$ cat config.mk
export PLATFORM = sky130hd
export DESIGN_NAME = modular_level_frame_encoder_top
export DESIGN_NICKNAME = d
export VERILOG_FILES = /design/src/design/mlfe_pkg.sv /design/src/design/modular_level_frame_encoder_top.sv /design/src/design/mlfe_emitter.sv
export SDC_FILE = /design/constraint.sdc
export NUM_CORES = 1
export LEC_CHECK = 0
export ABC_AREA = 1
export BUFFER_PORTS_ARGS = -buffer_cell sky130_fd_sc_hd__buf_2
export CAP_MARGIN = 0
export CORE_MARGIN = 5
export CORE_UTILIZATION = 65
export CTS_CLUSTER_DIAMETER = 150
export DETAILED_ROUTE_END_ITERATION = 16
export HOLD_SLACK_MARGIN = 0.05
export PLACE_DENSITY = 0.83
export SKIP_LAST_GASP = 1
export SLEW_MARGIN = 0
export SYNTH_ARGS = -nofsm -noshare
export SYNTH_HDL_FRONTEND = slang
export SYNTH_SLANG_ARGS = --single-unit
$ cat constraint.sdc
create_clock -name aclk -period 10.88 [get_ports aclk]
set_clock_uncertainty 0.2 [all_clocks]
set_input_delay 2.176 -clock aclk [delete_from_list [all_inputs] [get_ports aclk]]
set_output_delay 2.176 -clock aclk [all_outputs]
set_load 0.01 [all_outputs]
$ cat src/design/mlfe_pkg.sv
// Shared types and constants for the modular level frame encoder.
// No dependencies; imported by every module of the block.
package mlfe_pkg;

    localparam int LEVEL_W   = 9;
    localparam int SYM_W     = 9;
    localparam int STEP_W    = 4;
    localparam int IDX_W     = 32;
    localparam int BSIZE_W   = 16;
    localparam int FLEN_W    = 32;
    localparam int CFG_IDX_W = 2;
    localparam int CFG_DAT_W = 32;

    // Level wraps modulo MAX_LEVEL + 1
    localparam logic [LEVEL_W:0] MAX_LEVEL = 10'd258;
    localparam logic [LEVEL_W:0] MODULUS   = MAX_LEVEL + 10'd1;

    localparam logic [SYM_W-1:0] SYM_START = 9'd257;
    localparam logic [SYM_W-1:0] SYM_END   = 9'd258;

    // Reset values of the registers
    localparam logic [BSIZE_W-1:0] BLOCK_SIZE_RST   = 16'd1024;
    localparam logic [FLEN_W-1:0]  FILE_LENGTH_RST  = 32'd1024;
    localparam logic [IDX_W-1:0]   TOTAL_BLOCKS_RST = 32'd1;

    // Register indexes on the configuration port
    localparam logic [CFG_IDX_W-1:0] REG_BLOCK_SIZE   = 2'd0;
    localparam logic [CFG_IDX_W-1:0] REG_FILE_LENGTH  = 2'd1;
    localparam logic [CFG_IDX_W-1:0] REG_TOTAL_BLOCKS = 2'd2;

    // Symbol positions within one item's run of beats
    localparam logic [STEP_W-1:0] STEP_START = 4'd0;
    localparam logic [STEP_W-1:0] STEP_TOT0  = 4'd1;
    localparam logic [STEP_W-1:0] STEP_TOT3  = 4'd4;
    localparam logic [STEP_W-1:0] STEP_IDX0  = 4'd5;
    localparam logic [STEP_W-1:0] STEP_IDX3  = 4'd8;
    localparam logic [STEP_W-1:0] STEP_SZ0   = 4'd9;
    localparam logic [STEP_W-1:0] STEP_SZ3   = 4'd12;
    localparam logic [STEP_W-1:0] STEP_DATA  = 4'd13;
    localparam logic [STEP_W-1:0] STEP_END   = 4'd14;

    // One item as handed from the block bookkeeping to the emitter
    typedef struct packed {
        logic [7:0]         data;
        logic               hdr;     // block opens with this byte
        logic               ends;    // block closes with this byte
        logic [IDX_W-1:0]   total;
        logic [IDX_W-1:0]   index;
        logic [BSIZE_W-1:0] size;
    } item_t;

endpackage

$ cat src/design/modular_level_frame_encoder_top.sv
// Top level of the modular level frame encoder: configuration registers,
// block and file bookkeeping, and the symbol emitter. Uses mlfe_pkg, mlfe_emitter.

// Each input byte gives 1 to 15 output beats (start marker and 12-byte header
// when a block opens, the data symbol, the end marker when the block closes),
// the last one flagged by m_tlast. Beats leave at one per cycle, set by the
// single running-level adder, while m_tready stays high; the next byte is
// taken in the cycle its predecessor's last beat enters the output register.
// Register writes restart the pass (block number back to 1, file count
// reloaded) but keep the level; write them only while the block is idle.
module modular_level_frame_encoder_top
    import mlfe_pkg::*;
(
    input  logic                 aclk,
    input  logic                 aresetn,
    input  logic                 s_tvalid,
    output logic                 s_tready,
    input  logic [7:0]           s_tdata,   // [7:0] data_byte
    output logic                 m_tvalid,
    input  logic                 m_tready,
    output logic [23:0]          m_tdata,   // [8:0] level, [17:9] symbol, rest zero
    output logic                 m_tlast,   // last_of_run
    input  logic                 cfg_valid,
    output logic                 cfg_ready,
    input  logic [CFG_IDX_W-1:0] cfg_index,
    input  logic [CFG_DAT_W-1:0] cfg_data
);

    logic [BSIZE_W-1:0] block_size_reg;
    logic [FLEN_W-1:0]  file_length_reg;
    logic [IDX_W-1:0]   total_blocks_reg;
    logic [IDX_W-1:0]   block_index_reg, block_index_next;
    logic [BSIZE_W-1:0] left_block_reg, left_block_next;
    logic [FLEN_W-1:0]  left_file_reg, left_file_next;

    logic               accept;
    logic               cfg_wr;
    logic               cfg_known;
    logic [FLEN_W-1:0]  new_len;
    logic [FLEN_W-1:0]  eff_len;
    logic [BSIZE_W-1:0] bs_eff;
    logic [IDX_W-1:0]   idx_cur;
    logic [BSIZE_W-1:0] lb_cur;
    logic [FLEN_W-1:0]  file_cur;
    logic [BSIZE_W-1:0] sz;
    logic [BSIZE_W-1:0] lb_start;
    logic [BSIZE_W-1:0] lb_after;
    logic [FLEN_W-1:0]  file_after;
    item_t              item;
    logic               take_ready;

    assign accept    = s_tvalid && take_ready;
    assign s_tready  = take_ready;
    assign cfg_ready = 1'b1;
    assign cfg_wr    = cfg_valid;
    assign cfg_known = (cfg_index == REG_BLOCK_SIZE) || (cfg_index == REG_FILE_LENGTH)
                    || (cfg_index == REG_TOTAL_BLOCKS);

    // Effective lengths: zero acts as one
    assign eff_len = (file_length_reg == '0) ? FLEN_W'(1) : file_length_reg;
    assign new_len = (cfg_data == '0) ? FLEN_W'(1) : cfg_data;
    assign bs_eff  = (block_size_reg == '0) ? BSIZE_W'(1) : block_size_reg;

    // State seen by this byte (a drained file restarts the pass)
    always_comb begin
        if (left_file_reg == '0) begin
            idx_cur  = IDX_W'(1);
            lb_cur   = '0;
            file_cur = eff_len;
        end else begin
            idx_cur  = block_index_reg;
            lb_cur   = left_block_reg;
            file_cur = left_file_reg;
        end
    end

    // Block size for a new block: remainder of the file or a full block
    assign sz         = (file_cur < {16'd0, bs_eff}) ? file_cur[BSIZE_W-1:0] : bs_eff;
    assign lb_start   = (lb_cur == '0) ? sz : lb_cur;
    assign lb_after   = lb_start - 16'd1;
    assign file_after = file_cur - 32'd1;

    always_comb begin
        item.data  = s_tdata;
        item.hdr   = (lb_cur == '0);
        item.ends  = (lb_after == '0);
        item.total = total_blocks_reg;
        item.index = idx_cur;
        item.size  = sz;
    end

    // Bookkeeping update per accepted byte or register write
    always_comb begin
        block_index_next = block_index_reg;
        left_block_next  = left_block_reg;
        left_file_next   = left_file_reg;
        if (cfg_wr && cfg_known) begin
            block_index_next = IDX_W'(1);
            left_block_next  = '0;
            left_file_next   = (cfg_index == REG_FILE_LENGTH) ? new_len : eff_len;
        end else if (accept) begin
            left_block_next = lb_after;
            left_file_next  = file_after;
            block_index_next = idx_cur;
            if (lb_after == '0) begin
                block_index_next = idx_cur + 32'd1;
                if (file_after == '0) begin
                    block_index_next = IDX_W'(1);
                    left_file_next   = eff_len;
                end
            end
        end
    end

    always_ff @(posedge aclk) begin
        if (!aresetn) begin
            block_size_reg   <= BLOCK_SIZE_RST;
            file_length_reg  <= FILE_LENGTH_RST;
            total_blocks_reg <= TOTAL_BLOCKS_RST;
            block_index_reg  <= IDX_W'(1);
            left_block_reg   <= '0;
            left_file_reg    <= FILE_LENGTH_RST;
        end else begin
            if (cfg_wr) begin
                case (cfg_index)
                    REG_BLOCK_SIZE:   block_size_reg   <= cfg_data[BSIZE_W-1:0];
                    REG_FILE_LENGTH:  file_length_reg  <= cfg_data;
                    REG_TOTAL_BLOCKS: total_blocks_reg <= cfg_data;
                    default:          ;
                endcase
            end
            block_index_reg <= block_index_next;
            left_block_reg  <= left_block_next;
            left_file_reg   <= left_file_next;
        end
    end

    mlfe_emitter u_emitter (
        .aclk       (aclk),
        .aresetn    (aresetn),
        .load       (accept),
        .item       (item),
        .take_ready (take_ready),
        .m_tvalid   (m_tvalid),
        .m_tready   (m_tready),
        .m_tdata    (m_tdata),
        .m_tlast    (m_tlast)
    );

endmodule

$ cat src/design/mlfe_emitter.sv
// Symbol emitter: holds one item, walks its symbols one beat per cycle when
// unstalled, keeps the running level, drives the output reg. Uses mlfe_pkg.
module mlfe_emitter
    import mlfe_pkg::*;
(
    input  logic        aclk,
    input  logic        aresetn,
    input  logic        load,        // item accepted this cycle
    input  item_t       item,
    output logic        take_ready,  // can accept an item this cycle
    output logic        m_tvalid,
    input  logic        m_tready,
    output logic [23:0] m_tdata,     // [8:0] level, [17:9] symbol, rest zero
    output logic        m_tlast
);

    logic                work_vld_reg, work_vld_next;
    logic [STEP_W-1:0]   step_reg, step_next;
    item_t               item_reg;
    logic [LEVEL_W-1:0]  level_reg, level_next;
    logic                m_valid_reg;
    logic [LEVEL_W-1:0]  m_level_reg;
    logic [SYM_W-1:0]    m_sym_reg;
    logic                m_last_reg;

    logic                advance;
    logic                is_last;
    logic [STEP_W-1:0]   hdr_pos;
    logic [31:0]         hdr_word;
    logic [7:0]          hdr_byte;
    logic [SYM_W-1:0]    sym;
    logic [LEVEL_W:0]    sum;

    assign advance = work_vld_reg && (!m_valid_reg || m_tready);
    assign is_last = (step_reg == STEP_END) || ((step_reg == STEP_DATA) && !item_reg.ends);
    assign take_ready = !work_vld_reg || (advance && is_last);

    // Header word and byte lane for the current step
    assign hdr_pos = step_reg - STEP_TOT0;
    always_comb begin
        case (step_reg) inside
            [STEP_TOT0:STEP_TOT3]: hdr_word = item_reg.total;
            [STEP_IDX0:STEP_IDX3]: hdr_word = item_reg.index;
            [STEP_SZ0:STEP_SZ3]:   hdr_word = {16'd0, item_reg.size};
            default:               hdr_word = '0;
        endcase
    end
    assign hdr_byte = hdr_word[{hdr_pos[1:0], 3'b000} +: 8];

    // Symbol for the current step
    always_comb begin
        case (step_reg) inside
            STEP_START:            sym = SYM_START;
            [STEP_TOT0:STEP_SZ3]:  sym = {1'b0, hdr_byte} + 9'd1;
            STEP_DATA:             sym = {1'b0, item_reg.data} + 9'd1;
            STEP_END:              sym = SYM_END;
            default:               sym = SYM_END;
        endcase
    end

    // Level update: both terms are below the modulus, one subtract is enough
    assign sum = {1'b0, level_reg} + {1'b0, sym};
    always_comb begin
        level_next = level_reg;
        if (advance) begin
            if (sum >= MODULUS) begin
                level_next = LEVEL_W'(sum - MODULUS);
            end else begin
                level_next = sum[LEVEL_W-1:0];
            end
        end
    end

    // Step sequencing
    always_comb begin
        work_vld_next = work_vld_reg;
        step_next     = step_reg;
        if (advance) begin
            if (is_last) begin
                work_vld_next = 1'b0;
            end else begin
                step_next = step_reg + 4'd1;
            end
        end
        if (load) begin
            work_vld_next = 1'b1;
            step_next     = item.hdr ? STEP_START : STEP_DATA;
        end
    end

    always_ff @(posedge aclk) begin
        if (!aresetn) begin
            work_vld_reg <= 1'b0;
            step_reg     <= STEP_START;
            level_reg    <= '0;
            m_valid_reg  <= 1'b0;
        end else begin
            work_vld_reg <= work_vld_next;
            step_reg     <= step_next;
            level_reg    <= level_next;
            if (advance) begin
                m_valid_reg <= 1'b1;
            end else if (m_tready) begin
                m_valid_reg <= 1'b0;
            end
        end
    end

    // Payload registers
    always_ff @(posedge aclk) begin
        if (load) begin
            item_reg <= item;
        end
        if (advance) begin
            m_level_reg <= level_next;
            m_sym_reg   <= sym;
            m_last_reg  <= is_last;
        end
    end

    assign m_tvalid = m_valid_reg;
    assign m_tdata  = {6'd0, m_sym_reg, m_level_reg};
    assign m_tlast  = m_last_reg;

endmodule

### Yosys cells after proc, flatten, opt, wreduce, memory -nomap -nowiden

Index checks and enable logic that the tools add are counted.

* equal/unequal tests: 5
* order comparisons: 8
* bitwise gates (word level): 1
* shift-type cells: 1
* add/sub/neg operators: 9
* reduce and logical (&&, ||, !) cells: 36
* mux-type cells: 32

Operators with widths (number)
* 2-to-1 mux 32 bit: 13
* zero test 32 bit: 4
* 2-to-1 mux 16 bit: 5
* zero test 16 bit: 3
* 2-to-1 mux 9 bit: 5
* adder 32 x 1 -> 32 bit (second input constant): 1
* < comparator 32 x 16 -> 1 bit: 1
* variable part select 32 x 6 -> 8 bit: 1
* subtractor 32 x 1 -> 32 bit (second input constant): 1
* adder 8 x 1 -> 9 bit (second input constant): 2
* 2-to-1 mux 4 bit: 4
* subtractor 16 x 1 -> 16 bit (second input constant): 1
* adder 9 x 9 -> 10 bit: 1
* >= comparator 10 x 9 -> 1 bit (second input constant): 1
* AND reduction 2 bit: 5
* logical AND 1 bit: 9
* subtractor 9 bit (second input constant): 1
* == test 4 bit (second input constant): 2
* <= comparator 4 bit (second input constant): 2
* nonzero test 2 bit: 4
* logical OR 1 bit: 5
* 2-to-1 mux 1 bit: 5
* adder 4 x 1 -> 4 bit (second input constant): 1
* >= comparator 4 x 1 -> 1 bit (second input constant): 1
* other kinds (12): 14

* logic and storage cells: 110
* output and inout bits: 28
* bits in registers: 283
* input port bits: 47

### Depth between registers and ports, before layout

Gate-level depths: netlist (run 1).

* depth after elaboration: 13
* depth in mapped cells: 46
* gate-level depth less buffers: 43

### Modules after synthesis

Synthesis (run 1) repeated with hierarchy kept, for this count alone.

* cell total of the unflattened synthesis: 2574
* area, all modules: 18027.3 µm²

By module, submodules not included
* modular_level_frame_encoder_top: cells an instance 1947, area an instance 11882.6 µm², times used 1, seq. area each 3203.1 µm²
* mlfe_emitter: cells an instance 627, area an instance 6144.6 µm², times used 1, seq. area each 3543.4 µm²

### Worst setup path after synthesis (run 1)

No wires, ideal clock.

* path type: register -> register
* start point: reg u_emitter.step_reg[0]
* end point: reg u_emitter.m_level_reg[7], data pin
* setup time: 0.272 ns
* slack: 4.696 ns
* arrival time: 5.711 ns
* period minus slack after synthesis: 6.184 ns
* path buffers: 6
* data required time: 10.408 ns
* stages on the path, launching flop included: 41
* cells stage by stage: dfxtp_1 -> clkbuf_1 -> clkinv_1 -> clkbuf_1 -> clkbuf_1 -> ha_1 -> inv_1 -> o211ai_1 -> o21ai_0 -> clkbuf_1 -> clkbuf_1 -> clkbuf_1 -> nand3_1 -> nand2_1 -> a31oi_1 -> nor3b_1 -> xor2_1 -> o21ai_0 -> [5 not listed] -> nor2_1 -> nor2_1 -> nor2_1 -> nor2_1 -> nor2_1 -> inv_1 -> nand2_1 -> nand3_1 -> inv_1 -> nor2_1 -> inv_1 -> nand2_1 -> nand3_1 -> nor2_1 -> nand2_1 -> xor2_1 -> nand2_1 -> o21ai_0

* longest elaborated chain between the ends: 13
* elaborated cells between the ends (all ways): 26
* classes of those cells: 4 x add/sub; 7 x order compare; 1 x eq/ne; 1 x shift; 8 x mux; 5 x reduce/logical

Ends and longest elaborated chain
* start, declared: RTL line mlfe_emitter.sv:18 `logic [STEP_W-1:0] step_reg, step_next;`
* start signal, assigned: RTL line mlfe_emitter.sv:99 `step_reg <= step_next;`
* >= comparator 4 bit (no source line) / <= comparator 4 bit (equally long branches)
* logical AND 1 bit (no source line)
* 2-to-1 mux 16 bit: RTL line mlfe_emitter.sv:41 `case (step_reg) inside`
* 2-to-1 mux 32 bit (2 in series): RTL line mlfe_emitter.sv:41
* variable part select 32 x 6 -> 8 bit: RTL line mlfe_emitter.sv:48 `assign hdr_byte = hdr_word[{hdr_pos[1:0], 3'b000} +: 8];`
* adder 8 x 1 -> 9 bit: RTL line mlfe_emitter.sv:54 `[STEP_TOT0:STEP_SZ3]: sym = {1'b0, hdr_byte} + 9'd1;`
* 2-to-1 mux 9 bit: RTL line mlfe_emitter.sv:52 `case (step_reg) inside`
* 2-to-1 mux 9 bit *: RTL line mlfe_emitter.sv:52
* net u_emitter.sym[4]: RTL line mlfe_emitter.sv:31 `logic [SYM_W-1:0] sym;`
* adder 9 x 9 -> 10 bit *: RTL line mlfe_emitter.sv:62 `assign sum = {1'b0, level_reg} + {1'b0, sym};`
* subtractor 9 bit / >= comparator 10 x 9 -> 1 bit (equally long branches): RTL line mlfe_emitter.sv:67, mlfe_emitter.sv:66
* 2-to-1 mux 9 bit *: RTL line mlfe_emitter.sv:66 `if (sum >= MODULUS) begin`
* 2-to-1 mux 9 bit *: RTL line mlfe_emitter.sv:65 `if (advance) begin`
* net u_emitter.level_next[7]: RTL line mlfe_emitter.sv:20 `logic [LEVEL_W-1:0] level_reg, level_next;`
* end signal, assigned: RTL line mlfe_emitter.sv:115 `m_level_reg <= level_next;`
* end, declared: RTL line mlfe_emitter.sv:22 `logic [LEVEL_W-1:0] m_level_reg;`

Mark *: on every way through the listed nets, which the timed path passes. The rest lies on a longest branch.
A chain may end at the register's enable or synchronous reset.

### Worst setup path after layout (run 1)

Ends and elaborated chain as after synthesis.

==> out/qor.yml, run 1 <==
drc: 0
grt_pass1_vias: 16733
core_area_um2: 26900
port_buffers: 67
p_total_uw: 3600
final_area_um2: 19100
viasPerCell: 6.05
clock_latency_ns: 0.57
area_delta_synth_final_pct: 8.32
antenna_left: 0
place.gp.congestion: 1.06
leakage_uw: 0.00861
syn-cell-area_um2: 17600
cts_tree: "yes"
async_reset_ff_share_pct: 0
status: "finished clean"
fin_tns_setup_ns: 0
drive_above_1_share_pct: 9.05
htreeDepth: 1
start_util_pct: 65.7
fp.dieArea_um2: 30500
rsz0062_at_grt: "no"
worstPathMaxFanout: 34
worstPathArrival_ns: 8.72
relSlewSlack_pct: 13.8
synth_edf_count: 108
clk_pin_slew_worst_paths_ns: 0.06
ys_seq_elements: 283
ioPinCount: 75
ys_warn_count: 0
antenna_found_initial: 0
first_pass_iters: 7
cts.repair.resized: 0
fp.dieW_um: 175
drtIter0Drc: 1984
post_cts_buffers: 0
preCtsSetupSlack_ns: 2.50
worstHoldPathType: "flop to flop"
vdd_drop_max_uv: 145
seqCellArea_um2: 6750
die_y_um: 175
synth.distinct_cells: 55
required_ns: 10.95
cts_hold_buffers: 0
cp-end-kind: "flop"
n_antenna_cell: 0
synthCells: 2568
avgSynthCellArea_um2: 6.87
rows: 60
grt_max_degree: 68
wl_mm: 54.6
grt_pass1_wl_mm: 87.3
root_buffer: "clkbuf_16"
cpPeakStageDelay_ns: 0.85
worstSetupPathType: "flop to flop"
dpl.hpwl_mm: 39.4
hold_viol: 0
final_cell_mix: "nand2_1, inv_1, nor2_1"
postPlaceCellArea_um2: 18000
largest_reg_flops: 89
nets: 2658
final_common_cell: "nand2_1"
grt-ovfl-total: 0
cts_buffer_depth: 3
p_per_area_nw_per_um2: 189
start_kind: "flop"
tightestPinTransition_ns: 1.29
grt_usage_pct: 34.9
vias: 17769
finalMaxSlewViolations: 0
yosysSeqAreaShare_pct: 38.2
cts_buffers: 30
period_share_pct: 79.5
n_fill_cell: 2252
setup_viol: 0
min_period_ns: 8.65
cap_violations: 0
clock-sinks: 283
cpMaxStageDelayCell: "clkinv_1"
fmax_mhz: 116
worst_slack_ns: 2.23
multi_input_area_um2: 9000
yosys_most_used_dff: "dfxtp_1"
avgRoutedWirePerCell_um: 18.6
[metal layers]
layer	routed length, um	global-route usage [%]	part of all wire (%)	vias up
met1	22200	46.8	41	8140
met3	5090	5.39	9.3	189
met4	2730	15.4	5.0	0
li1	-	-	-	8456
met2	24600	56.2	45	984
met5	0	0	0	-
[cell families after synthesis]
kind of cell,Yosys count,synth area share [%]
and+or+nand+nor,1295,32.4
buffers and inverters,481,11.0
AOI/OAI and AO/OA,428,13.5
DFF,283,38.2
xor gates and xnor gates,42,2.08
adders and majority gates,37,2.67
other,2,0.0426
[worst max-delay path: cells and delay by family, from the launching register on]
kind	cells	cell delay (ns)
flip-flops	1	0.79
AND/OR/NAND/NOR	18	2.31
buffers and inverters	8	2.06
AO/OA/AOI/OAI	10	1.60
XOR/XNOR	2	0.33
adder cells (fa/ha/maj)	3	1.06
[cell type report]
class                      instances  area share (%)
clock buffer                      42            4.77
multi-input combinational       1809            47.1
clock inverter                    14           0.962
inverter                         365            7.21
timing repair buffer              85            2.46
tap                              341            2.23
sequential                       283            35.3
[through the flow]
step	utilization [%]	cells	hold WS (ns)
after floorplan	-	2573	0.203
after global placement	67.0	2883	0.210
after detailed placement	67.0	2883	0.209
after CTS	71.1	2939	0.223
after global routing	71.1	2939	0.228
final	71.1	2939	0.224
[power breakdown]
group | internal [uW] | switching (uW) | total (uW)
Combinational | 360 | 889 | 1250
Clock | 661 | 447 | 1110
Sequential | 1200 | 48.7 | 1250
Total | 2220 | 1380 | 3600
[path summary, 6_finish.rpt]
path                                       startpoint                       end  slack (ns)  cells past startpoint
worst max register to register  u_emitter.step_reg[0]  u_emitter.m_level_reg[7]        2.23                     41
worst min register to register   total_blocks_reg[23]    u_emitter.item_reg[71]        0.22                      0
worst min-delay path             total_blocks_reg[23]    u_emitter.item_reg[71]        0.22                      0
worst max-delay path            u_emitter.step_reg[0]  u_emitter.m_level_reg[7]        2.23                     41
[synthesized netlist by cell type (7+ instances only)]
cell,n,area share (%)
nand2_1,590,13
inv_1,334,7.1
nor2_1,277,5.9
nand3_1,220,6.2
dfxtp_1,175,20
a21oi_1,163,4.6
o21ai_0,163,4.6
edfxtp_1,108,18
clkbuf_1,77,1.6
nand4_1,73,2.6
a211oi_1,37,1.6
ha_1,36,2.6
nor3_1,36,1.0
xor2_1,34,1.7
inv_2,22,0.47
nor4_1,21,0.74
nor2_2,17,0.60
buf_2,16,0.45
o211ai_1,15,0.64
or2_2,14,0.50
buf_4,13,0.55
nand2_2,13,0.46
a21oi_2,11,0.55
buf_6,9,0.57
o21ai_1,9,0.26
clkinv_1,8,0.17
nand3b_1,8,0.34
xnor2_1,8,0.40
a31oi_1,7,0.25
and2_1,7,0.25
o22ai_1,7,0.25
(Power assumes the default switching activity.)
==> run 2, diff against run 1 <==
CORE_UTILIZATION = 63   (was 65)
PLACE_DENSITY = 0.81   (was 0.83)
clock period = 8.2 ns   (was 10.88 ns; I/O delays follow)
==> out/qor.yml, run 2 (synthesized netlist as in run 1, its figures left out) <==
hold_viol: 0  # unchanged
fp.dieW_um: 177  # +1.5%
fin_hold_ws_ns: 0.224  # +0.0000210 ns
finalMaxSlewViolations: 0  # unchanged
first_pass_iters: 6  # -1
rows: 61  # +1.7%
worstPathArrival_ns: 7.84  # -0.88 ns
avgRoutedWirePerCell_um: 18.5  # -0.20%
relSlewSlack_pct: 20.9  # +7.2 points
p_sw_share_pct: 38.4  # +0.051 points
ioPinCount: 75  # unchanged
start_util_pct: 63.7  # -2.0 points
period_share_pct: 92.8  # +13 points
multi_input_area_um2: 9000  # unchanged
htreeDepth: 1  # unchanged
seqPwrFrac_pct: 34.4  # -0.2 points
port_buffers: 67  # unchanged
p_total_uw: 4830  # +34%
worstHoldPathType: "flop to flop"
p_comb_share_pct: 34.4  # -0.2 points
start_kind: "flop"
area_delta_synth_final_pct: 8.76
holdPathStages: 0  # unchanged
tightestPinTransition_ns: 1.18  # -0.112 ns
grt_usage_pct: 34.5  # -0.39 points
fp.dieArea_um2: 31500  # +3.0%
root_buffer: "clkbuf_16"
drc: 0  # unchanged
p_int_uw: 2970  # +34%
worstPathMaxFanout: 32  # -5.9%
crit_buf_inv: 4  # -4
switching_power_uw: 1860  # +34%
grt_max_degree: 88  # +29%
n_fill_cell: 2378  # +5.6%
antenna_found_initial: 0  # unchanged
rsz0062_at_grt: "no"
reg2reg_depth: 32  # -22%
status: "finished clean"
final_common_cell: "nand2_1"
crit_family: "simple AND/OR/NAND/NOR gates"
n_antenna_cell: 0  # unchanged
die_y_um: 177  # +1.5%
cpMostUsedCell: "nand2_1"
min_from: "total_blocks_reg[22]"
clkPwrFrac_pct: 31.2  # +0.5 points
post_cts_buffers: 0  # unchanged
core_area_um2: 27700  # +3.1%
hold_end: "u_emitter.item_reg[70]"
fmax_mhz: 131  # +14%
grt-ovfl-total: 0  # unchanged
nets: 2664  # +0.23%
final_cell_mix: "nand2_1, inv_1, nor2_1"
viasPerCell: 5.94  # -1.8%
cts_buffer_depth: 3  # unchanged
antenna_left: 0  # unchanged
wl_mm: 55.3  # +1.3%
timing.rr.end: "left_file_reg[7]"
clock_latency_ns: 0.59  # +0.02 ns
leakage_uw: 0.00862  # +0.18%
drtIter0Drc: 1929  # -2.8%
p_per_area_nw_per_um2: 251  # +33%
cpMaxStageDelayCell: "nor3_4"
seqCellArea_um2: 6750  # unchanged
min_period_ns: 7.61  # -1.05 ns
cpPeakStageDelay_ns: 0.54  # -0.31 ns
largest_reg_flops: 89  # unchanged
required_ns: 8.43  # -2.52 ns
drive_above_1_share_pct: 9.21  # +0.17 points
clk_pin_slew_worst_paths_ns: 0.06  # about the same
cp-end-kind: "flop"
setup_viol: 0  # unchanged
grt_pass1_vias: 16581  # -0.91%
cts_hold_buffers: 0  # unchanged
fin_tns_setup_ns: 0  # unchanged
dpl.hpwl_mm: 39.8  # +1.1%
cts_tree: "yes"
r2r_slack_ns: 0.59  # -1.63 ns
cts_buffers: 31  # +3.3%
vdd_drop_max_uv: 233  # +61%
clock-sinks: 283  # unchanged
grt_pass1_wl_mm: 87.3  # about the same
vias: 17714  # -0.31%
cts.repair.resized: 0  # unchanged
cap_violations: 0  # unchanged
reg2reg_from: "left_file_reg[16]"
worstSetupPathType: "flop to flop"
place.gp.congestion: 1.00  # -5.7%
-- run 2: metrics by stage --
step           util, %  instances  instance area [um^2]  setup slack [ns]
6_report          69.3       2983                 19200             0.592
5_1_grt           69.3       2983                 19200             0.206
4_1_cts           69.3       2983                 19200             0.802
3_5_place_dp      65.3       2925                 18100             0.878
3_3_place_gp      65.3       2925                 18100             0.742
2_1_floorplan        -       2573                 17700              2.02
-- run 2: power by group through the flow --
stage,logic [uW],registers (uW),clock network [uW]
floorplan,1210,1670,0
detailed placement,1610,1690,0
finish,1660,1660,1510
global placement,1580,1680,0
CTS,1620,1660,1510
global route,1840,1670,1570
-- run 2: worst max-delay path by stage --
stage                          startpoint                       end  slack [ns]  cells past startpoint
floorplan           u_emitter.step_reg[0]  u_emitter.m_level_reg[7]        2.02                     40
global placement        left_file_reg[16]          left_file_reg[7]        0.74                     32
detailed placement      left_file_reg[16]          left_file_reg[7]        0.88                     32
CTS                     left_file_reg[17]          left_file_reg[7]        0.80                     32
global route            left_file_reg[16]         left_file_reg[28]        0.21                     32
finish                  left_file_reg[16]          left_file_reg[7]        0.59                     32
-- run 2: area by class of cell --
cell class	count	area share (%)
inverters	365	7.18
multi-input cells	1809	46.9
repair buffers	90	2.65
well taps	378	2.46
clock buffers	37	4.21
flip-flops and latches	283	35.2
clock inverters	21	1.47
-- run 2: routing by layer --
layer / up-vias / global-route usage (%) / share of wire [%]
met2: 916 / 55.9 / 44
li1: 8470 / - / -
met1: 8154 / 46.7 / 42
met5: - / 0 / 0
met4: 0 / 14.1 / 4.7
met3: 174 / 4.88 / 9.1
